==> config.mk <==
export PLATFORM = sky130hd
export DESIGN_NAME = cmm_ram
export DESIGN_NICKNAME = d
export VERILOG_FILES = /design/src/hdl/cmm_ram.sv
export SDC_FILE = /design/constraint.sdc
export NUM_CORES = 2
export LEC_CHECK = 0
export CAP_MARGIN = 25
export CORE_MARGIN = 2
export CORE_UTILIZATION = 30
export CTS_CLUSTER_DIAMETER = 50
export DETAILED_ROUTE_END_ITERATION = 12
export DONT_BUFFER_PORTS = 1
export PLACE_DENSITY = 0.51
export SYNTH_ARGS = -nofsm -noshare
export SYNTH_HDL_FRONTEND = slang
export SYNTH_SLANG_ARGS = --single-unit
==> constraint.sdc <==
create_clock -name i_clk -period 5.7 [get_ports i_clk]
set_input_delay 1.14 -clock i_clk [delete_from_list [all_inputs] [get_ports i_clk]]
set_output_delay 1.14 -clock i_clk [all_outputs]
set_load 0.03 [all_outputs]
==> src/hdl/cmm_ram.sv <==
// ----------------------------------------------------------------------------
// cmm_ram: generic single-write, single-read RAM
// One write port and one read port with registered read data.
// ----------------------------------------------------------------------------
module cmm_ram #(
    parameter int WIDTH = 32,
    parameter int DEPTH = 64
) (
    input  logic                     i_clk,
    input  logic                     i_we,
    input  logic [$clog2(DEPTH)-1:0] i_waddr,
    input  logic [WIDTH-1:0]         i_wdata,
    input  logic [$clog2(DEPTH)-1:0] i_raddr,
    output logic [WIDTH-1:0]         o_rdata
);

    logic [WIDTH-1:0] r_mem [DEPTH];

    always_ff @(posedge i_clk) begin
        if (i_we) begin
            r_mem[i_waddr] <= i_wdata;
        end
        o_rdata <= r_mem[i_raddr];
    end

endmodule

# Word-level counts from Yosys, hierarchy flattened
# Memory sizes are Yosys's and may differ from the RTL's. A register that Yosys moved wholly into a read port is not among the register bits.
# Index checks and enable logic that the tools add are counted.
[op_classes]
n_mux = 2
[ops]
columns = ["cell", "n"]
rows = [
  ["two-way mux 1 bit", 2],
]
[word_totals]
regBits = 0
ram_bits = 2048
output_inout_bits = 32
word_cells = 3
n_memories = 1
[memory_table]
columns = ["memory", "words", "word_bits", "read_ports", "rd_ports_with_merged_regs", "wr", "line", "source"]
rows = [
  ["r_mem", 64, 32, 1, 1, 1, "17", "logic [WIDTH-1:0] r_mem [DEPTH];"],
]

# Longest topological paths before layout
[logic_depth]
ltp_word = 2
mapped_depth = 10
depth_no_buf = 5

# Least setup slack after synthesis
# OpenSTA, ideal clock, no wires.
[synth_path]
kind = "in2reg"
from = "input port i_waddr[3]"
to = "memory r_mem[48][0], enable pin"
setup_ns = 0.461
arrival_ns = 3.839
path_slack_ns = 1.400
cell_stages = 4
n_path_buf = 1
cell_sequence = "clkbuf_1 nor2b_1 nand4b_1 nor3_1"
[synth_rtl]
columns = ["element", "line", "source"]
rows = [
  ["start: declaration", "11", "input logic [$clog2(DEPTH)-1:0] i_waddr,"],
  ["end: declaration", "17", ""],
]
# No word-level cell before the write port.

==> key figures <==
Run status
  • Status: complete, no violations

Synth
  • Top cell type by total area after synthesis: edfxtp_1
  • Distinct cells, synth: 34
  • Synth Cell Area: 0.0785 mm2
  • Top-area cell type share of the netlist area: 78.3%
  • Synth Instances: 3,324
  • Ys flop type: edfxtp_1
  • Async SR Flop Fraction: 0%
  • Flops & latches, synth: 2,080
  • Number of flops mapped to enable cells by yosys: 2,048
  • Mapped Nets: 3,370
  • Syn. warnings: 0
  • Syn avg cell area: 23.6 um2
  • Seq/Total Area, Yosys: 79.1%
  • Synth top area cells: edfxtp_1, mux4_2, mux2i_1

Global routing
  • Pin count of the biggest net entering global routing: 514
  • Overall global routing resource usage: 16.0%
  • Number of global-route vias before repair: 36,942
  • First-pass GRT wire length: 298 mm
  • Initial antenna violation count: 11
  • Congestion Overflow GR: 0

Timing
  • Slew headroom: 15.3%
  • Post-layout min period: 5.05 ns
  • Slew Viols, Final: 0
  • RSZ-0062 raised after global routing: no
  • Slew @ Worst Pin: 1.27 ns
  • Final Hold Viols: 0
  • Hold WS: 0.352 ns
  • Final worst path period share: 88.7%
  • TNS Setup: 0 ns
  • Final setup vio count: 0
  • Max frequency: 198 MHz
  • Final Skew: 0.0512 ns

Clock tree
  • CTS clk-pin slew, worst paths: 0.07 ns
  • Post-cts sizing count: 0
  • CTS sink cnt: 2,080
  • Worst-skew pair later-pin latency: 0.88 ns
  • Hold buffers post-CTS: 0
  • Post-CTS Setup Bufs: 0
  • Clock root buffer: clkbuf_16
  • CTS Buf Count: 217
  • H-Tree Depth: 4
  • Clock Path Buffers: 3
  • TritonCTS clock tree: done

Die
  • Die width: 516 um
  • Starting Density: 30.2%
  • Die area: 0.266 mm2
  • Rows: 187
  • Die Y: 516 um
  • IO Count: 78
  • Placeable Area: 0.260 mm2

Layout
  • Utilization after layout: 34.9%
  • Multi-input gate area: 0.0160 mm2
  • Nets: 3,512
  • Register area: 0.0621 mm2
  • Synth-to-Final Area Change: 15.4%
  • Post-Layout Inst Area: 0.0906 mm2
  • Layout cells sized above 1: 28.4%
  • Fill count: 23,931

Placed design
  • Placed cell area: 0.0833 mm2
  • Dpl hpwl: 116 mm
  • IO Port Bufs: 0
  • GP Congestion: 0.755

Pwr
  • VDD IR max: 0.251 mV
  • Power per standard cell area: 356 mW/mm2
  • P_leak: 27.5 nW

Setup path
  • Critical path cell sequence: buf_16, buf_16, buf_16, mux4_2, mux4_2, o22ai_1, nor2_1
  • Crit-path slowest cell: buf_16
  • Worst path arrival time: 5.75 ns
  • CP endpoint kind: flop
  • Max FO, Critical Path: 147
  • Setup crit start kind: input port
  • Critical path type: in -> reg
  • Max stage delay on crit path: 0.83 ns
  • Worst path bufs/invs: 3
  • Crit path top cell by count: buf_16
  • CP top delay family: buffers and inverters
  • Critical path required time: 6.39 ns

Flow run
  • Max_cap viols: 0

Drt
  • Initial DRC Count: 3,922
  • Drt pass-1 iters: 6
  • Total wire length: 215 mm
  • Via density: 5.03
  • Vias: 36,006
  • Post-route ant nets: 0
  • DRC viols: 0
  • WL/cell: 30.0 um

Hold path
  • Hold/Removal Path Class: in -> reg
[final timing paths]
| kind | start | to | slack [ns] | cells after the start |
|---|---|---|---|---|
| worst max-delay path | i_raddr[0] | o_rdata[9] | 0.65 | 7 |
| worst min-delay path | i_wdata[20] | r_mem[61][20] | 0.35 | 0 |
| worst min register to register | r_mem[28][8] | o_rdata[8] | 0.84 | 4 |
| worst max register to register | r_mem[63][0] | o_rdata[0] | 3.19 | 4 |
[through the flow]
step / std cells / power (mW) / setup WS [ns]
floorplan: 3324 / 18.2 / 1.40
global placement: 6730 / 18.4 / 1.52
detailed placement: 6734 / 18.4 / 1.57
CTS: 7143 / 32.4 / 2.49
global route: 7153 / 33.2 / 0.233
finish: 7154 / 32.3 / 0.645
[cell type report]
cell class | count | share of cell area (%)
diodes | 2 | 0.00552
well taps | 3496 | 4.83
multi-input cells | 1062 | 17.6
repair buffers | 105 | 1.08
flip-flops and latches | 2080 | 68.6
clock buffers | 294 | 6.57
clock inverters | 115 | 1.33
[state kept, by name, indices dropped and copies added, names as in the netlist]
name     count
o_rdata     32
r_mem     2048
[cells in the final DEF, fill, tap and decap left out, types with 32 or more instances in the layout]
cell / n
clkbuf_16: 217
nor2_4: 62
edfxtp_1: 2048
dfxtp_1: 32
clkbuf_1: 54
nor2_1: 75
mux4_2: 544
mux2i_1: 93
o22ai_1: 84
a21oi_1: 62
buf_4: 93
clkinv_1: 38
[layer usage]
metal | GRT usage, % | routed length (um)
met5 | 0 | 0
met4 | 4.24 | 4960
met3 | 3.08 | 13300
met2 | 26.4 | 106000
met1 | 21.6 | 90700
[synth_stat cells (all sizes together), types with 4 or more instances]
| cell | instances |
|---|---|
| nor2 | 137 |
| o221ai | 27 |
| a41o | 4 |
| nor3 | 7 |
| o22ai | 84 |
| a22oi | 12 |
| nand3b | 5 |
| a311oi | 8 |
| nand2b | 8 |
| clkbuf | 74 |
| nand2 | 26 |
| buf | 108 |
| o32ai | 4 |
| nand3 | 5 |
| mux2i | 93 |
| edfxtp | 2048 |
| or3b | 5 |
| a21oi | 62 |
| and3 | 4 |
| mux4 | 544 |
| nor2b | 15 |
| dfxtp | 32 |
[power by group]
group / internal [mW] / switching (mW) / leakage [nW] / total [mW]
sequential: 16.9 / 0.162 / 18.7 / 17.1
combinational: 0.516 / 0.589 / 5.29 / 1.11
clock: 7.94 / 6.14 / 3.48 / 14.1
[cells by family (layout without fill, tap and decap cells)]
logic type	Yosys count	after routing	synth area share, %
mux	637	637	16.8
flops	2080	2080	79.1
simple gates	223	223	1.27
other cells	0	2	0
buf+inv	182	514	1.13
compound gates	202	202	1.67
(Power assumes the default switching activity.)
